`src/hw/rtl/cbts_pkg.sv`:
```
// ----------------------------------------------------------------------------
// cbts_pkg: shared types and constants for the CAN bit timing solver
// Holds the register map, the configuration and result bundles, the
// sequencer state type and the fixed widths used across the block.
// ----------------------------------------------------------------------------
package cbts_pkg;

	// field widths
	localparam int CLOCK_W    = 29;
	localparam int PRESC_W    = 11;
	localparam int SEG1_W     = 5;
	localparam int SEG2_W     = 4;
	localparam int JW_W       = 3;
	localparam int TQ_W       = 5;
	localparam int POINT_W    = 10;
	localparam int BITRATE_W  = 20;
	localparam int CFG_IDX_W  = 3;
	localparam int CFG_DATA_W = 29;

	// datapath widths
	localparam int DIVISOR_W = PRESC_W + BITRATE_W;   // prescaler times bitrate
	localparam int SUB_W     = DIVISOR_W + TQ_W;      // divisor shifted by quotient bits
	localparam int REM_W     = CLOCK_W;
	localparam int STEP_W    = 4;
	localparam int CNT_W     = SEG1_W + 1;            // seg1 counter can pass seg1_max

	// algorithm constants
	localparam int SEG1_MIN = 1;
	localparam int SEG2_MIN = 1;
	localparam int PERMILLE = 1000;
	localparam int TQ_STEPS = TQ_W;                   // quotient bits of clock / divisor
	localparam int SP_STEPS = POINT_W;                // quotient bits of sample point

	// register reset values
	localparam logic [CLOCK_W-1:0] CLOCK_RST    = CLOCK_W'(48000000);
	localparam logic [PRESC_W-1:0] PRESC_MIN_RST = PRESC_W'(1);
	localparam logic [PRESC_W-1:0] PRESC_MAX_RST = PRESC_W'(1024);
	localparam logic [SEG1_W-1:0]  SEG1_MAX_RST  = SEG1_W'(16);
	localparam logic [SEG2_W-1:0]  SEG2_MAX_RST  = SEG2_W'(8);
	localparam logic [JW_W-1:0]    JW_MAX_RST    = JW_W'(4);
	localparam logic [TQ_W-1:0]    TQ_MIN_RST    = TQ_W'(8);
	localparam logic [TQ_W-1:0]    TQ_MAX_RST    = TQ_W'(25);

	// register map
	typedef enum logic [CFG_IDX_W-1:0] {
		CFG_CLOCK_HZ       = 3'd0,
		CFG_PRESCALER_MIN  = 3'd1,
		CFG_PRESCALER_MAX  = 3'd2,
		CFG_SEG1_MAX       = 3'd3,
		CFG_SEG2_MAX       = 3'd4,
		CFG_JUMP_WIDTH_MAX = 3'd5,
		CFG_QUANTA_MIN     = 3'd6,
		CFG_QUANTA_MAX     = 3'd7
	} cfg_idx_t;

	typedef struct packed {
		logic [CLOCK_W-1:0] clock_hz;
		logic [PRESC_W-1:0] prescaler_min;
		logic [PRESC_W-1:0] prescaler_max;
		logic [SEG1_W-1:0]  seg1_max;
		logic [SEG2_W-1:0]  seg2_max;
		logic [JW_W-1:0]    jump_width_max;
		logic [TQ_W-1:0]    quanta_min;
		logic [TQ_W-1:0]    quanta_max;
	} cfg_t;

	typedef struct packed {
		logic                 found;
		logic [PRESC_W-1:0]   prescaler;
		logic [SEG1_W-1:0]    seg1;
		logic [SEG2_W-1:0]    seg2;
		logic [JW_W-1:0]      jump_width;
		logic [TQ_W-1:0]      quanta_per_bit;
		logic [POINT_W-1:0]   point_achieved;
		logic [BITRATE_W-1:0] bitrate_achieved;
	} res_t;

	typedef enum logic [3:0] {
		ST_IDLE,
		ST_START,
		ST_MUL,
		ST_DIV,
		ST_TQCHK,
		ST_SEG,
		ST_SPDIV,
		ST_EVAL,
		ST_NEXT,
		ST_DONE
	} state_t;

endpackage

```
`src/hw/rtl/can_bit_timing_solver_top.sv`:
```
// ----------------------------------------------------------------------------
// can_bit_timing_solver_top: CAN bit timing solver
// Sequence: per prescaler, the product is formed and the quanta count divided
//   out, quitting early when the quotient reaches 32 or the product is zero; an
//   exact prescaler in the quanta window walks the seg1 splits and divides out
//   the sample point of each split with seg2 in range. Empty requests skip it.
// Throughput: one item at a time; the next item is taken the cycle after the
//   result moves into the output register.
// Reset: configuration registers return to their defaults, no result is pending.
// ----------------------------------------------------------------------------
module can_bit_timing_solver_top (
	input  logic                            clk,
	input  logic                            arst_n,
	// configuration
	input  logic                            cfg_we,
	input  logic [cbts_pkg::CFG_IDX_W-1:0]  cfg_index,
	input  logic [cbts_pkg::CFG_DATA_W-1:0] cfg_data,
	// request channel
	input  logic                            in_valid,
	output logic                            in_stall,
	input  logic [cbts_pkg::BITRATE_W-1:0]  bus_rate,
	input  logic [cbts_pkg::POINT_W-1:0]    target_point,
	// result channel
	output logic                            out_valid,
	input  logic                            out_stall,
	output logic                            found,
	output logic [cbts_pkg::PRESC_W-1:0]    prescaler,
	output logic [cbts_pkg::SEG1_W-1:0]     seg1,
	output logic [cbts_pkg::SEG2_W-1:0]     seg2,
	output logic [cbts_pkg::JW_W-1:0]       jump_width,
	output logic [cbts_pkg::TQ_W-1:0]       quanta_per_bit,
	output logic [cbts_pkg::POINT_W-1:0]    point_achieved,
	output logic [cbts_pkg::BITRATE_W-1:0]  bitrate_achieved
);
	import cbts_pkg::*;

	cfg_t cfg_q;
	res_t res, out_q;
	logic out_valid_q;
	logic idle, res_valid, res_take, start;

	// register writes
	always_ff @(posedge clk or negedge arst_n) begin
		if (!arst_n) begin
			cfg_q.clock_hz       <= CLOCK_RST;
			cfg_q.prescaler_min  <= PRESC_MIN_RST;
			cfg_q.prescaler_max  <= PRESC_MAX_RST;
			cfg_q.seg1_max       <= SEG1_MAX_RST;
			cfg_q.seg2_max       <= SEG2_MAX_RST;
			cfg_q.jump_width_max <= JW_MAX_RST;
			cfg_q.quanta_min     <= TQ_MIN_RST;
			cfg_q.quanta_max     <= TQ_MAX_RST;
		end else if (cfg_we) begin
			unique case (cfg_idx_t'(cfg_index))
				CFG_CLOCK_HZ:       cfg_q.clock_hz       <= cfg_data[CLOCK_W-1:0];
				CFG_PRESCALER_MIN:  cfg_q.prescaler_min  <= cfg_data[PRESC_W-1:0];
				CFG_PRESCALER_MAX:  cfg_q.prescaler_max  <= cfg_data[PRESC_W-1:0];
				CFG_SEG1_MAX:       cfg_q.seg1_max       <= cfg_data[SEG1_W-1:0];
				CFG_SEG2_MAX:       cfg_q.seg2_max       <= cfg_data[SEG2_W-1:0];
				CFG_JUMP_WIDTH_MAX: cfg_q.jump_width_max <= cfg_data[JW_W-1:0];
				CFG_QUANTA_MIN:     cfg_q.quanta_min     <= cfg_data[TQ_W-1:0];
				CFG_QUANTA_MAX:     cfg_q.quanta_max     <= cfg_data[TQ_W-1:0];
				default: ;
			endcase
		end
	end

	// take an item only while the search is idle
	assign in_stall = ~idle;
	assign start    = in_valid & idle;

	cbts_search u_search (
		.clk          (clk),
		.arst_n       (arst_n),
		.start        (start),
		.bus_rate     (bus_rate),
		.target_point (target_point),
		.cfg          (cfg_q),
		.idle         (idle),
		.res_valid    (res_valid),
		.res_take     (res_take),
		.res          (res)
	);

	// move the result into the output register once it is free
	assign res_take = res_valid & (~out_valid_q | ~out_stall);

	always_ff @(posedge clk or negedge arst_n) begin
		if (!arst_n) begin
			out_valid_q <= 1'b0;
		end else if (res_take) begin
			out_valid_q <= 1'b1;
		end else if (!out_stall) begin
			out_valid_q <= 1'b0;
		end
	end

	always_ff @(posedge clk) begin
		if (res_take) out_q <= res;
	end

	assign out_valid        = out_valid_q;
	assign found            = out_q.found;
	assign prescaler        = out_q.prescaler;
	assign seg1             = out_q.seg1;
	assign seg2             = out_q.seg2;
	assign jump_width       = out_q.jump_width;
	assign quanta_per_bit   = out_q.quanta_per_bit;
	assign point_achieved   = out_q.point_achieved;
	assign bitrate_achieved = out_q.bitrate_achieved;

	// accepted item keeps the input side busy next cycle
	a_busy_after_accept: assert property (@(posedge clk) disable iff (!arst_n)
		(in_valid && !in_stall) |=> in_stall)
		else $error("input taken again while search runs");

	// found timing adds up to the quanta total
	a_seg_sum: assert property (@(posedge clk) disable iff (!arst_n)
		(out_valid && found) |->
		(6'(seg1) + 6'(seg2) + 6'd1) == 6'(quanta_per_bit))
		else $error("segments do not add up to quanta per bit");

	// jump width lies between one and seg2
	a_jw_range: assert property (@(posedge clk) disable iff (!arst_n)
		(out_valid && found) |-> (jump_width != '0) && (4'(jump_width) <= seg2))
		else $error("jump width out of range");

	// nothing found gives an all-zero timing
	a_not_found_zero: assert property (@(posedge clk) disable iff (!arst_n)
		(out_valid && !found) |->
		(prescaler == '0) && (quanta_per_bit == '0) && (bitrate_achieved == '0))
		else $error("timing fields set without a solution");

endmodule

```
`src/hw/rtl/cbts_cmp_sub.sv`:
```
// ----------------------------------------------------------------------------
// cbts_cmp_sub: shared compare-and-subtract unit
// Forms a - b and flags a >= b; every division step of the solver runs here.
// ----------------------------------------------------------------------------
module cbts_cmp_sub (
	input  logic [cbts_pkg::SUB_W-1:0] a,
	input  logic [cbts_pkg::SUB_W-1:0] b,
	output logic [cbts_pkg::SUB_W-1:0] diff,
	output logic                       ge
);
	import cbts_pkg::*;

	logic [SUB_W:0] wide;

	// subtract with borrow out
	assign wide = {1'b0, a} - {1'b0, b};
	assign diff = wide[SUB_W-1:0];
	assign ge   = ~wide[SUB_W];

endmodule

```
`src/hw/rtl/cbts_search.sv`:
```
// ----------------------------------------------------------------------------
// cbts_search: prescaler and segment search sequencer
// Walks the prescaler range, finds exact quanta counts by restoring division,
// walks the seg1 splits, divides out the sample point and keeps the best.
// ----------------------------------------------------------------------------
module cbts_search (
	input  logic                           clk,
	input  logic                           arst_n,
	input  logic                           start,
	input  logic [cbts_pkg::BITRATE_W-1:0] bus_rate,
	input  logic [cbts_pkg::POINT_W-1:0]   target_point,
	input  cbts_pkg::cfg_t                 cfg,
	output logic                           idle,
	output logic                           res_valid,
	input  logic                           res_take,
	output cbts_pkg::res_t                 res
);
	import cbts_pkg::*;

	state_t state_q, state_d;

	// working registers
	logic [BITRATE_W-1:0] bitrate_q;
	logic [POINT_W-1:0]   target_q;
	logic [PRESC_W-1:0]   brp_q;
	logic [DIVISOR_W-1:0] div_q;
	logic [REM_W-1:0]     rem_q;
	logic [POINT_W-1:0]   quo_q;
	logic [STEP_W-1:0]    step_q;
	logic [TQ_W-1:0]      tq_q;
	logic [CNT_W-1:0]     s1_q;

	// best candidate so far
	logic                 found_q;
	logic [POINT_W-1:0]   best_err_q;
	logic [TQ_W-1:0]      best_tq_q;
	logic [PRESC_W-1:0]   best_brp_q;
	logic [SEG1_W-1:0]    best_s1_q;
	logic [SEG2_W-1:0]    best_s2_q;
	logic [JW_W-1:0]      best_jw_q;
	logic [POINT_W-1:0]   best_sp_q;

	// shared unit
	logic [SUB_W-1:0] sub_a, sub_b, sub_diff;
	logic             sub_ge;

	// derived values
	logic                 empty_req;
	logic                 tq_ok;
	logic                 seg_live;
	logic [TQ_W-1:0]      s2;
	logic                 s2_ok;
	logic [REM_W-1:0]     numer;
	logic [POINT_W-1:0]   err;
	logic                 better;
	logic [TQ_W-1:0]      jw_a, jw_b;
	logic [JW_W-1:0]      jw;

	cbts_cmp_sub u_cmp_sub (
		.a    (sub_a),
		.b    (sub_b),
		.diff (sub_diff),
		.ge   (sub_ge)
	);

	// request and loop conditions
	assign empty_req = (cfg.clock_hz == '0) || (bitrate_q == '0) ||
		(cfg.prescaler_min > cfg.prescaler_max);
	assign tq_ok = (rem_q == '0) && (quo_q[TQ_W-1:0] >= cfg.quanta_min) &&
		(quo_q[TQ_W-1:0] <= cfg.quanta_max);
	assign seg_live = (s1_q <= {1'b0, cfg.seg1_max}) &&
		((s1_q + CNT_W'(1)) < {1'b0, tq_q});
	assign s2    = tq_q - TQ_W'(1) - s1_q[TQ_W-1:0];
	assign s2_ok = (s2 >= TQ_W'(SEG2_MIN)) && (s2 <= {1'b0, cfg.seg2_max});
	assign numer = REM_W'((16'(s1_q) + 16'd1) * 16'(PERMILLE));

	// ranking of the sample point just divided out
	assign err    = (quo_q >= target_q) ? (quo_q - target_q) : (target_q - quo_q);
	assign better = !found_q || (err < best_err_q) ||
		((err == best_err_q) && (tq_q > best_tq_q));

	// jump width: min of seg2, limit and seg1, at least one
	assign jw_a = (s2 < {2'b0, cfg.jump_width_max}) ? s2 : {2'b0, cfg.jump_width_max};
	assign jw_b = (jw_a > s1_q[TQ_W-1:0]) ? s1_q[TQ_W-1:0] : jw_a;
	assign jw   = (jw_b == '0) ? JW_W'(1) : jw_b[JW_W-1:0];

	// next state
	always_comb begin
		state_d = state_q;
		unique case (state_q)
			ST_IDLE:  if (start) state_d = ST_START;
			ST_START: state_d = empty_req ? ST_DONE : ST_MUL;
			ST_MUL:   state_d = ST_DIV;
			ST_DIV: begin
				if (step_q == STEP_W'(TQ_STEPS) && sub_ge) state_d = ST_NEXT;
				else if (step_q == '0)                     state_d = ST_TQCHK;
			end
			ST_TQCHK: state_d = tq_ok ? ST_SEG : ST_NEXT;
			ST_SEG: begin
				if (!seg_live)  state_d = ST_NEXT;
				else if (s2_ok) state_d = ST_SPDIV;
			end
			ST_SPDIV: if (step_q == '0) state_d = ST_EVAL;
			ST_EVAL:  state_d = ST_SEG;
			ST_NEXT:  state_d = (brp_q == cfg.prescaler_max) ? ST_DONE : ST_MUL;
			ST_DONE:  if (res_take) state_d = ST_IDLE;
			default:  state_d = ST_IDLE;
		endcase
	end

	// outputs and shared unit operands
	always_comb begin
		idle      = 1'b0;
		res_valid = 1'b0;
		sub_a     = {{(SUB_W-REM_W){1'b0}}, rem_q};
		sub_b     = '0;
		unique case (state_q)
			ST_IDLE:  idle = 1'b1;
			ST_DIV:   sub_b = {{TQ_W{1'b0}}, div_q} << step_q;
			ST_SPDIV: sub_b = {{(SUB_W-TQ_W){1'b0}}, tq_q} << step_q;
			ST_DONE:  res_valid = 1'b1;
			default: ;
		endcase
	end

	// result fields, zero when nothing found
	always_comb begin
		res = '0;
		if (found_q) begin
			res.found            = 1'b1;
			res.prescaler        = best_brp_q;
			res.seg1             = best_s1_q;
			res.seg2             = best_s2_q;
			res.jump_width       = best_jw_q;
			res.quanta_per_bit   = best_tq_q;
			res.point_achieved   = best_sp_q;
			res.bitrate_achieved = bitrate_q;  // clock / (brp * tq) is exact
		end
	end

	// state register
	always_ff @(posedge clk or negedge arst_n) begin
		if (!arst_n) begin
			state_q <= ST_IDLE;
		end else begin
			state_q <= state_d;
		end
	end

	// datapath registers
	always_ff @(posedge clk) begin
		case (state_q)
			ST_IDLE: begin
				if (start) begin
					bitrate_q <= bus_rate;
					target_q  <= target_point;
					found_q   <= 1'b0;
				end
			end
			ST_START: begin
				brp_q <= cfg.prescaler_min;
			end
			ST_MUL: begin
				// full-width product of prescaler and bitrate
				div_q  <= DIVISOR_W'(brp_q) * DIVISOR_W'(bitrate_q);
				rem_q  <= cfg.clock_hz;
				step_q <= STEP_W'(TQ_STEPS);
			end
			ST_DIV: begin
				// top step only screens quotients of 32 and up
				if (step_q != STEP_W'(TQ_STEPS)) begin
					quo_q <= {quo_q[POINT_W-2:0], sub_ge};
					if (sub_ge) rem_q <= sub_diff[REM_W-1:0];
				end
				step_q <= step_q - STEP_W'(1);
			end
			ST_TQCHK: begin
				tq_q <= quo_q[TQ_W-1:0];
				s1_q <= CNT_W'(SEG1_MIN);
			end
			ST_SEG: begin
				// load the sample point numerator or skip this split
				if (seg_live && s2_ok) begin
					rem_q  <= numer;
					step_q <= STEP_W'(SP_STEPS - 1);
				end else begin
					s1_q <= s1_q + CNT_W'(1);
				end
			end
			ST_SPDIV: begin
				quo_q  <= {quo_q[POINT_W-2:0], sub_ge};
				if (sub_ge) rem_q <= sub_diff[REM_W-1:0];
				step_q <= step_q - STEP_W'(1);
			end
			ST_EVAL: begin
				if (better) begin
					found_q    <= 1'b1;
					best_err_q <= err;
					best_tq_q  <= tq_q;
					best_brp_q <= brp_q;
					best_s1_q  <= s1_q[SEG1_W-1:0];
					best_s2_q  <= s2[SEG2_W-1:0];
					best_jw_q  <= jw;
					best_sp_q  <= quo_q;
				end
				s1_q <= s1_q + CNT_W'(1);
			end
			ST_NEXT: begin
				brp_q <= brp_q + PRESC_W'(1);
			end
			default: ;
		endcase
	end

	// sample point divide only runs on a split below the total
	a_sp_split: assert property (@(posedge clk) disable iff (!arst_n)
		state_q == ST_SPDIV |-> (s1_q + CNT_W'(1)) < {1'b0, tq_q})
		else $error("sample point divide on an invalid split");

	// sample point quotient stays below one full bit
	a_sp_range: assert property (@(posedge clk) disable iff (!arst_n)
		state_q == ST_EVAL |-> quo_q < POINT_W'(PERMILLE))
		else $error("sample point out of range");

	// stored best candidate is self consistent
	a_best_sum: assert property (@(posedge clk) disable iff (!arst_n)
		(found_q && state_q == ST_DONE) |->
		(6'(best_s1_q) + 6'(best_s2_q) + 6'd1) == 6'(best_tq_q))
		else $error("best candidate segments do not add up");

endmodule
```
`config.mk`:
```
export PLATFORM = sky130hd
export DESIGN_NAME = can_bit_timing_solver_top
export DESIGN_NICKNAME = d
export VERILOG_FILES = /design/src/hw/rtl/cbts_pkg.sv /design/src/hw/rtl/can_bit_timing_solver_top.sv /design/src/hw/rtl/cbts_cmp_sub.sv /design/src/hw/rtl/cbts_search.sv
export SDC_FILE = /design/constraint.sdc
export NUM_CORES = 1
export LEC_CHECK = 0
export ABC_AREA = 1
export BUFFER_PORTS_ARGS = -buffer_cell sky130_fd_sc_hd__buf_2
export CORE_ASPECT_RATIO = 1.75
export CORE_MARGIN = 1
export CORE_UTILIZATION = 35
export DETAILED_ROUTE_END_ITERATION = 10
export GPL_ROUTABILITY_DRIVEN = 0
export PLACE_DENSITY = 0.53
export SETUP_SLACK_MARGIN = 0.05
export SLEW_MARGIN = 40
export SYNTH_ARGS = -nofsm -noshare
export SYNTH_HDL_FRONTEND = slang
export SYNTH_SLANG_ARGS = --single-unit
```
`constraint.sdc`:
```
create_clock -name clk -period 5.14 [get_ports clk]
set_input_delay 0 -clock clk [delete_from_list [all_inputs] [get_ports clk]]
set_output_delay 0 -clock clk [all_outputs]
set_load 0.01 [all_outputs]
```
==> results of run 1 <==
[sequential cells by signal, indices dropped and copies added, names as in the netlist, 4 cells and up]
| signal | flops |
|---|---|
| prescaler | 11 |
| seg2 | 4 |
| u_search.step_q | 4 |
| point_achieved | 10 |
| seg1 | 5 |
| u_search.best_s2_q | 4 |
| u_search.best_brp_q | 11 |
| u_search.best_s1_q | 5 |
| u_search.brp_q | 11 |
| u_search.bitrate_q | 20 |
| cfg_q | 73 |
| u_search.target_q | 10 |
| bitrate_achieved | 20 |
| u_search.state_q | 4 |
| u_search.best_sp_q | 10 |
| u_search.s1_q | 6 |
| u_search.tq_q | 5 |
| u_search.quo_q | 10 |
| quanta_per_bit | 5 |
| u_search.div_q | 31 |
| u_search.rem_q | 29 |
| u_search.best_tq_q | 5 |
| u_search.best_err_q | 10 |
[cells in the mapped netlist (all sizes together), types with 2 or more instances]
cell | count | share of area [%]
a211oi | 2 | 0.058
a21boi | 6 | 0.17
a21o | 6 | 0.17
a21oi | 150 | 2.9
a221oi | 3 | 0.10
a22o | 2 | 0.068
a31oi | 13 | 0.32
and2 | 2 | 0.053
and3 | 2 | 0.048
buf | 27 | 0.58
clkbuf | 72 | 1.1
clkinv | 3 | 0.044
dfrtp | 59 | 5.7
dfstp | 19 | 1.9
edfxtp | 234 | 27
fa | 182 | 14
ha | 217 | 11
inv | 634 | 9.2
mux2 | 12 | 0.52
mux2i | 7 | 0.27
nand2 | 690 | 10
nand3 | 133 | 2.6
nand3b | 2 | 0.058
nand4 | 17 | 0.41
nor2 | 141 | 2.1
nor3 | 22 | 0.43
nor4 | 23 | 0.56
o2111ai | 3 | 0.10
o211ai | 12 | 0.35
o21a | 6 | 0.17
o21ai | 196 | 3.8
o21bai | 12 | 0.36
o221ai | 12 | 0.41
o22ai | 14 | 0.34
o31ai | 5 | 0.15
o41ai | 2 | 0.068
or2 | 16 | 0.39
xnor2 | 24 | 0.81
xor2 | 38 | 1.3
[worst register-to-register path, stage by stage (launching register included)]
cell,delay [ns]
sky130_fd_sc_hd__edfxtp_1,0.48
sky130_fd_sc_hd__buf_12,0.18
sky130_fd_sc_hd__clkbuf_16,0.17
sky130_fd_sc_hd__nand2_1,0.09
sky130_fd_sc_hd__fa_1,0.43
sky130_fd_sc_hd__fa_1,0.49
sky130_fd_sc_hd__inv_1,0.05
sky130_fd_sc_hd__fa_1,0.46
sky130_fd_sc_hd__fa_1,0.54
sky130_fd_sc_hd__inv_1,0.05
sky130_fd_sc_hd__fa_1,0.52
sky130_fd_sc_hd__inv_1,0.06
sky130_fd_sc_hd__ha_4,0.22
sky130_fd_sc_hd__buf_4,0.14
sky130_fd_sc_hd__a21oi_4,0.15
sky130_fd_sc_hd__o21a_1,0.22
sky130_fd_sc_hd__o21ai_2,0.07
sky130_fd_sc_hd__a221oi_2,0.22
sky130_fd_sc_hd__o21ai_1,0.11
sky130_fd_sc_hd__xor2_1,0.15
[layout make-up]
class,instances,share of cell area [%]
clock buffers,41,3.09
clock inverters,25,0.657
inverters,637,7.53
multi-input cells,1983,46.2
flip-flops and latches,312,28.3
well taps,931,3.66
repair buffers,420,10.6
[stage by stage]
step | hold slack (ns) | setup TNS (ns) | std cells
after floorplan | -0.296 | 0 | 3031
after global placement | -0.0103 | -0.298 | 4167
after detailed placement | -0.0120 | -0.791 | 4172
after CTS | 0.0786 | 0 | 4322
after global routing | 0.104 | -0.425 | 4349
final | 0.128 | 0 | 4349
[timing repair]
action,CTS,global route
pin swaps,2,73
hold endpoints to repair,171,0
resized for setup,15,153
hold buffers,76,0
endpoints found under the setup margin,13,102
buffers inserted,8,24
cloned,0,3
[cell families after synthesis]
kind of cell | after synthesis | synth area share, %
AO/OA/AOI/OAI | 452 | 9.86
XOR/XNOR | 62 | 2.10
adder cells (fa/ha/maj) | 399 | 24.6
buffers and inverters | 736 | 10.9
flip-flops | 312 | 34.9
multiplexers | 19 | 0.795
other | 1 | 0.0145
AND/OR/NAND/NOR | 1049 | 16.8
[path summary, 6_finish.rpt]
path	start	end	slack (ns)	cells after the start
worst max-delay path	u_search.brp_q[4]	u_search.div_q[29]	0.1	19
worst min-delay path	bus_rate[12]	u_search.bitrate_q[12]	0.13	2
worst min register to register	cfg_q[7]	cfg_q[7]	0.49	2
min in group asynchronous	arst_n	cfg_q[4]	0.51	3
worst max register to register	u_search.brp_q[4]	u_search.div_q[29]	0.1	19
max in group asynchronous	arst_n	cfg_q[61]	3.95	4
[per-layer routing]
layer	routed length (um)	vias up	global-route usage, %
met5	0	-	0
met4	3870	0	9.73
met3	2180	165	2.04
met2	40100	381	38.8
met1	27800	9995	20.7
li1	-	10400	-
==> qor.csv, run 1 <==
metric,value,unit
Avg Synthesized Cell Area,8.52,um^2
most frequently used flop master after synthesis,sky130_fd_sc_hd__edfxtp_1,
DRC Markers,0,
"Hold Vio Cnt, Final",0,
"Slew Viols, Final",0,
aggregate global routing overflow,0,
first-pass GRT wire length,116000,um
later-pin clock latency in the skew report,0.59,ns
share of final-layout standard cells stronger than drive strength 1,17.5,%
maximum net fanout on the critical path,7,
Core Region,72900,um^2
Area Overhead vs Synth,23.3,%
"commonest non-fill, non-tap cell in the layout",sky130_fd_sc_hd__nand2_1,
Setup WS pre-CTS,-0.152,ns
smallest setup slack after layout,0.0951,ns
drt via density,4.82,
category of cells accounting for the largest share of critical-path delay,adder cells,
clock input transition at the sequential cells of the worst setup and hold paths,0.06,ns
timing-limited maximum frequency,198,MHz
finished layout cell area,31800,um^2
number of DRC markers in iteration 0,868,
warnings from Yosys,0,
pin count of the biggest net entering global routing,47,
Clock Sink Count,312,
Final period util,98.1,%
Antenna Cells,0,
initial antenna violation count,0,
WL final,73900,um
"leading cell types in the layout, fill and taps excluded","sky130_fd_sc_hd__nand2_1 (670), sky130_fd_sc_hd__inv_1 (610), sky130_fd_sc_hd__edfxtp_1 (234)",
die height,361,um
clock tree from TritonCTS,built,
maximum level of the CTS H-tree,2,
Yosys cell types,65,
Slew @ Worst Pin,0.773,ns
class of the most critical setup path,reg2reg,
Num CTS Buffers,36,
root cell of the clock tree,sky130_fd_sc_hd__clkbuf_16,
register area share after synthesis,34.9,%
critical path's largest stage delay,0.54,ns
synthesized flop and latch total,312,
1st-pass router iterations,5,
required time at the worst-slack endpoint,5.46,ns
post-route clock skew,0.0226,ns
count of buffering cells on the critical path with inverters included,6,
status,"finished, final reports clean",
detailed placement HPWL,58700,um
proportion of synthesized flip-flops having asynchronous set or reset,25.0,%
IO Port Bufs,127,
slowest library cell on the worst path,sky130_fd_sc_hd__fa_1,
final count of negative-setup-slack endpoints,0,
RSZ-0062 raised after global routing,yes,
GRT Resource Usage Total,19.8,%
post-layout util,43.6,%
area post-placement,28800,um^2
number of fill cells in the layout,7253,
total number of vias,21000,
list of cells traversed by the critical path,"buf_12, clkbuf_16, nand2_1, fa_1, fa_1, inv_1, fa_1, fa_1, inv_1, fa_1, inv_1, ha_4, buf_4, a21oi_4, o21a_1, o21ai_2, a221oi_2, o21ai_1, xor2_1",
initial cell density of the core,35.4,%
final layout net count,3856,
arrival time worst endpoint,5.37,ns
cell mode on critical path,sky130_fd_sc_hd__fa_1,
count of flip-flops with a built-in enable after synthesis,234,
reported max-cap violation count,0,
Critical Path Source Type,flop,
count of mapped cells out of synthesis,3030,
footprint of the multi-input gates,14700,um^2
tightest slew margin relative to the limit,48.5,%
kind of end point of the critical path,flop,
Post-Syn Area,25800,um^2
row cnt,131,
fin crit period,5.04,ns
class of the most critical hold timing path,in2reg,
largest buffer count on any clock path,3,
via count of the first global-routing pass,21800,
sequential cell area,9000,um^2
die area,74900,um^2
wire per inst,17.0,um
width of the die,207,um
count of pins on the block boundary,128,
remaining antenna violation count,0,
Power of run 1 is not shown: default switching activity piles up to over one toggle a cycle in this logic, so the estimate is an artifact.
==> run 2: changes to the inputs <==
Settings changed: ABC_AREA 1 to unset, PLACE_DENSITY 0.53 to unset, PLACE_DENSITY_LB_ADDON set to 0.05.
==> qor.csv, run 2 <==
metric,value,unit
kind of end point of the critical path,flop,
post-route clock skew,0.0270,ns
"arithmetic-cell share of the synthesized area counting full adders, half adders and majority gates",25.0,%
synthesized flop and latch total,312,
count of pins on the block boundary,128,
register containing the most flip-flops in the final layout,cfg_q,
tightest slew margin relative to the limit,46.3,%
die height,359,um
clock input transition at the sequential cells of the worst setup and hold paths,0.06,ns
IO Port Bufs,127,
Yosys cell types,83,
simple logic cell fraction of the synthesized area,13.3,%
"leading cell types in the layout, fill and taps excluded","sky130_fd_sc_hd__inv_1 (292), sky130_fd_sc_hd__nand2_1 (247), sky130_fd_sc_hd__edfxtp_1 (234)",
smallest setup slack after layout,-0.425,ns
final count of negative-setup-slack endpoints,9,
WL final,74100,um
drt via density,5.02,
total number of vias,18900,
Avg Synthesized Cell Area,10.4,um^2
largest buffer count on any clock path,3,
remaining antenna violation count,0,
dominant combinational cell family by area after synthesis,adder cells,
Setup WS pre-CTS,-0.606,ns
finished layout cell area,31600,um^2
class of the most critical hold timing path,in2reg,
reported max-cap violation count,0,
hold slack,0.0867,ns
DRC Markers,0,
Area Overhead vs Synth,24.3,%
Core Region,71900,um^2
die area,73800,um^2
cell accounting for the most synthesized area,sky130_fd_sc_hd__edfxtp_1,
leading cell types by count after synthesis,"sky130_fd_sc_hd__inv_1 (316), sky130_fd_sc_hd__nand2_1 (268), sky130_fd_sc_hd__edfxtp_1 (234)",
filler-free cell count of the finished design,3766,
Num CTS Buffers,37,
1st-pass router iterations,5,
maximum level of the CTS H-tree,2,
"commonest non-fill, non-tap cell in the layout",sky130_fd_sc_hd__inv_1,
area share of xor/xnor cells in the synthesized design,3.34,%
Clock Sink Count,312,
share of the synthesized area in the top cell type,27.6,%
Antenna Cells,0,
compound-cell area share of the yosys netlist,9.90,%
root cell of the clock tree,sky130_fd_sc_hd__clkbuf_16,
Final period util,108,%
later-pin clock latency in the skew report,0.59,ns
most frequently used flop master after synthesis,sky130_fd_sc_hd__edfxtp_1,
width of the die,206,um
most instantiated library cell after synthesis,sky130_fd_sc_hd__inv_1,
status,"finished, violations left",
register area share after synthesis,35.4,%
row cnt,130,
Critical Path Source Type,flop,
final layout net count,3279,
via count of the first global-routing pass,20800,
timing-limited maximum frequency,180,MHz
required time at the worst-slack endpoint,5.45,ns
aggregate global routing overflow,0,
"Hold Vio Cnt, Final",0,
area post-placement,28800,um^2
maximum net fanout on the critical path,6,
fin crit period,5.57,ns
class of the most critical setup path,reg2reg,
dominant cells by area after synthesis,"sky130_fd_sc_hd__edfxtp_1 (28%), sky130_fd_sc_hd__fa_1 (14%), sky130_fd_sc_hd__ha_1 (11%), sky130_fd_sc_hd__dfrtp_1 (5.8%), sky130_fd_sc_hd__inv_1 (4.7%)",
"Slew Viols, Final",0,
GRT Resource Usage Total,20.7,%
wire per inst,19.7,um
count of flip-flops with a built-in enable after synthesis,234,
initial cell density of the core,35.4,%
mux cell area share after synthesis,6.68,%
failing checks,setup timing,
number of DRC markers in iteration 0,742,
count of mapped cells out of synthesis,2434,
proportion of synthesized flip-flops having asynchronous set or reset,25.0,%
detailed placement HPWL,58800,um
RSZ-0062 raised after global routing,yes,
Slew @ Worst Pin,0.804,ns
warnings from Yosys,0,
Placed Cells,3591,
arrival time worst endpoint,5.88,ns
Top Registers,"cfg_q x73, u_search.div_q x31, u_search.rem_q x29",
clock tree from TritonCTS,built,
pin count of the biggest net entering global routing,64,
Post-Syn Area,25400,um^2
share of final-layout standard cells stronger than drive strength 1,24.6,%
initial antenna violation count,0,
first-pass GRT wire length,116000,um
max reg flops,73,
-- run 2: metal layers --
layer  up-vias  share of wire (%)  wire length (um)  GRT usage (%)
li1       9052                  -                 -              -
met1      9373                 36             26700           20.8
met2       319                 56             41800           41.6
met3       149                2.3              1730           1.92
met4         0                5.2              3820           10.1
met5         -                  0                 0              0
-- run 2: per-stage QoR --
stage,TNS [ns],util [%]
6_report,-2.51,43.9
5_1_grt,-5.41,43.9
3_5_place_dp,-3.74,40.1
2_1_floorplan,-0.259,-
4_1_cts,-2.84,43.5
3_3_place_gp,-3.30,40.1
-- run 2: worst paths after layout --
check,start,endpoint,slack [ns],cells after the start
setup reg to reg,u_search.brp_q[6],u_search.div_q[30],-0.43,22
hold reg to reg,u_search.quo_q[9],u_search.best_sp_q[9],0.47,0
max in group asynchronous,arst_n,cfg_q[65],3.76,4
setup / recovery,u_search.brp_q[6],u_search.div_q[30],-0.43,22
min in group asynchronous,arst_n,cfg_q[69],0.52,3
hold / removal,in_valid,u_search.state_q[2],0.09,5
-- run 2: logic make-up after synthesis --
| group | count (synthesis) |
|---|---|
| multiplexers | 138 |
| AO/OA/AOI/OAI | 380 |
| flip-flops | 312 |
| adder cells (fa/ha/maj) | 399 |
| other | 1 |
| AND/OR/NAND/NOR | 685 |
| XOR/XNOR | 97 |
| buffers and inverters | 422 |
-- run 2: final cells by class --
class                   instances  area, um^2
fillers                      6917       40300
multi-input cells            1701       15500
flip-flops and latches        312        9000
repair buffers                443        3480
inverters                     318        1190
well taps                     924        1160
clock buffers                  44         982
clock inverters                24         315
-- run 2: critical path, cell delays in order, from the launching register on --
cell	delay [ns]
sky130_fd_sc_hd__edfxtp_1	0.41
sky130_fd_sc_hd__buf_6	0.17
sky130_fd_sc_hd__buf_6	0.11
sky130_fd_sc_hd__nand2_2	0.05
sky130_fd_sc_hd__fa_1	0.52
sky130_fd_sc_hd__inv_2	0.04
sky130_fd_sc_hd__fa_1	0.60
sky130_fd_sc_hd__fa_1	0.45
sky130_fd_sc_hd__fa_1	0.49
sky130_fd_sc_hd__inv_1	0.05
sky130_fd_sc_hd__fa_1	0.49
sky130_fd_sc_hd__inv_2	0.05
sky130_fd_sc_hd__ha_4	0.22
sky130_fd_sc_hd__a41oi_2	0.18
sky130_fd_sc_hd__o21ai_2	0.10
sky130_fd_sc_hd__a31oi_4	0.22
sky130_fd_sc_hd__buf_6	0.14
sky130_fd_sc_hd__o211ai_1	0.15
sky130_fd_sc_hd__nand2_1	0.13
sky130_fd_sc_hd__nand2b_1	0.07
sky130_fd_sc_hd__a31o_2	0.26
sky130_fd_sc_hd__a221oi_2	0.28
sky130_fd_sc_hd__xnor2_1	0.09
-- run 2: timing repair --
action | in CTS | in global routing
cloned | 1 | 1
pin swaps | 32 | 36
endpoints found under the setup margin | 17 | 99
endpoints found under the hold margin | 187 | 0
resized for setup | 48 | 69
setup buffers | 29 | 11
hold buffers | 67 | 0
Power of run 2 is left out for the same reason.
==> run 3: changes to the inputs <==
Settings changed: ABC_CLOCK_PERIOD_IN_PS set to 5140, CORE_MARGIN 1 to 5.
==> qor.csv, run 3 (synthesis gave the netlist of run 2 again) <==
metric,value,unit
required time at the worst-slack endpoint,5.44,ns
Antenna Cells,0,
hold path endpoint,u_search.target_q[0],
initial cell density of the core,35.4,%
number of DRC markers in iteration 0,767,
IO Port Bufs,127,
largest buffer count on any clock path,3,
class of the most critical setup path,reg2reg,
post-route clock skew,0.0300,ns
fin crit period,5.55,ns
DRC Markers,0,
total number of vias,19200,
initial antenna violation count,0,
area post-placement,28700,um^2
failing checks,setup timing,
final layout net count,3289,
die height,367,um
wire per inst,20.1,um
smallest setup slack after layout,-0.408,ns
drt via density,5.09,
Slew @ Worst Pin,0.822,ns
remaining antenna violation count,0,
Num CTS Buffers,37,
filler-free cell count of the finished design,3776,
register containing the most flip-flops in the final layout,cfg_q,
first-pass GRT wire length,118000,um
maximum net fanout on the critical path,8,
routed length on met3,1990,um
Clock Sink Count,312,
maximum level of the CTS H-tree,2,
Worst R2R Path Depth,20,
setup slack on the worst flop-to-flop path,-0.41,ns
Placed Cells,3577,
via count of the first global-routing pass,21200,
RSZ-0062 raised after global routing,yes,
terminus of the critical flop-to-flop path,u_search.div_q[30],
row cnt,130,
worst reg2reg path startpoint,u_search.brp_q[10],
WL final,75800,um
count of pins on the block boundary,128,
kind of end point of the critical path,flop,
status,"finished, violations left",
total met2 wirelength after detailed routing,42800,um
max reg flops,73,
class of the most critical hold timing path,in2reg,
clock tree from TritonCTS,built,
Setup WS pre-CTS,-0.547,ns
pin count of the biggest net entering global routing,64,
tightest slew margin relative to the limit,44.7,%
final count of negative-setup-slack endpoints,13,
"commonest non-fill, non-tap cell in the layout",sky130_fd_sc_hd__inv_1,
arrival time worst endpoint,5.85,ns
GRT Resource Usage Total,19.3,%
aggregate global routing overflow,0,
die area,78300,um^2
Hold Path Cell Cnt,2,
timing-limited maximum frequency,180,MHz
root cell of the clock tree,sky130_fd_sc_hd__clkbuf_16,
"leading cell types in the layout, fill and taps excluded","sky130_fd_sc_hd__inv_1 (286), sky130_fd_sc_hd__nand2_1 (247), sky130_fd_sc_hd__edfxtp_1 (234)",
"Hold Vio Cnt, Final",0,
"Slew Viols, Final",0,
detailed placement HPWL,59300,um
later-pin clock latency in the skew report,0.58,ns
Top Registers,"cfg_q x73, u_search.div_q x31, u_search.rem_q x29",
finished layout cell area,31900,um^2
clock input transition at the sequential cells of the worst setup and hold paths,0.06,ns
Top Layer Used,met4,
sum of routed wire segments on met1,27000,um
hold path startpoint,in_valid,
Core Region,71900,um^2
Area Overhead vs Synth,25.3,%
share of final-layout standard cells stronger than drive strength 1,25.2,%
Final period util,108,%
1st-pass router iterations,5,
width of the die,214,um
reported max-cap violation count,0,
Critical Path Source Type,flop,
## run 3: cell types whose count changed in the layout (fill, tap and decap cells not counted), moves of 4 or more
| cell | before | now |
|---|---|---|
| sky130_fd_sc_hd__buf_4 | 209 | 205 |
| sky130_fd_sc_hd__clkbuf_1 | 4 | 10 |
| sky130_fd_sc_hd__inv_2 | 25 | 30 |
| sky130_fd_sc_hd__ha_1 | 198 | 194 |
| sky130_fd_sc_hd__buf_6 | 22 | 35 |
| sky130_fd_sc_hd__inv_1 | 292 | 286 |
| sky130_fd_sc_hd__clkbuf_16 | 38 | 43 |
## run 3: worst max path at each step
stage | from | to | cells after the start | slack (ns)
CTS | u_search.brp_q[10] | u_search.div_q[30] | 22 | -0.43
floorplan | u_search.brp_q[2] | u_search.div_q[29] | 20 | -0.15
finish | u_search.brp_q[10] | u_search.div_q[30] | 20 | -0.41
detailed placement | u_search.bitrate_q[10] | u_search.div_q[29] | 19 | -0.55
global placement | u_search.brp_q[8] | u_search.div_q[29] | 19 | -0.59
global route | u_search.brp_q[10] | u_search.div_q[30] | 22 | -0.57
## run 3: worst max-delay path, cell delays in order (launching register included)
cell,delay [ns]
sky130_fd_sc_hd__edfxtp_1,0.44
sky130_fd_sc_hd__buf_12,0.17
sky130_fd_sc_hd__buf_4,0.13
sky130_fd_sc_hd__and2_1,0.14
sky130_fd_sc_hd__fa_1,0.47
sky130_fd_sc_hd__fa_2,0.58
sky130_fd_sc_hd__fa_2,0.43
sky130_fd_sc_hd__fa_2,0.59
sky130_fd_sc_hd__inv_2,0.05
sky130_fd_sc_hd__fa_1,0.51
sky130_fd_sc_hd__inv_2,0.05
sky130_fd_sc_hd__ha_4,0.25
sky130_fd_sc_hd__and2_4,0.16
sky130_fd_sc_hd__a31oi_4,0.18
sky130_fd_sc_hd__buf_4,0.16
sky130_fd_sc_hd__o211ai_1,0.15
sky130_fd_sc_hd__nand2_1,0.12
sky130_fd_sc_hd__nand2b_1,0.07
sky130_fd_sc_hd__a31o_2,0.26
sky130_fd_sc_hd__a221oi_2,0.26
sky130_fd_sc_hd__xnor2_1,0.09
## run 3: per-layer routing
metal  vias to the layer above  global-route usage (%)
met3                       169                    2.06
li1                       9093                       -
met2                       313                    38.2
met4                         0                    8.64
met1                      9628                    19.9
met5                         -                       0
## run 3: final cells by class
type | count | area [um^2]
fillers | 6907 | 40000
multi-input cells | 1701 | 15600
flip-flops and latches | 312 | 9000
repair buffers | 453 | 3630
inverters | 318 | 1200
well taps | 924 | 1160
clock buffers | 51 | 1040
clock inverters | 17 | 265
## run 3: metrics by stage
| stage | hold slack (ns) | utilization (%) | TNS (ns) |
|---|---|---|---|
| after floorplan | -0.296 | - | -0.259 |
| after global placement | -0.143 | 39.9 | -3.63 |
| after detailed placement | -0.126 | 40.0 | -3.78 |
| after CTS | 0.0646 | 43.5 | -2.61 |
| after global routing | 0.0891 | 44.3 | -4.90 |
| final | 0.0905 | 44.3 | -2.68 |
## run 3: what timing repair did
item,CTS,global route
gates resized for setup,70,75
hold buffers,69,0
setup endpoints to repair,18,76
pin swaps,57,50
hold endpoints to repair,170,0
gates cloned,1,5
buffers inserted,38,25
Power of run 3 is left out for the same reason.
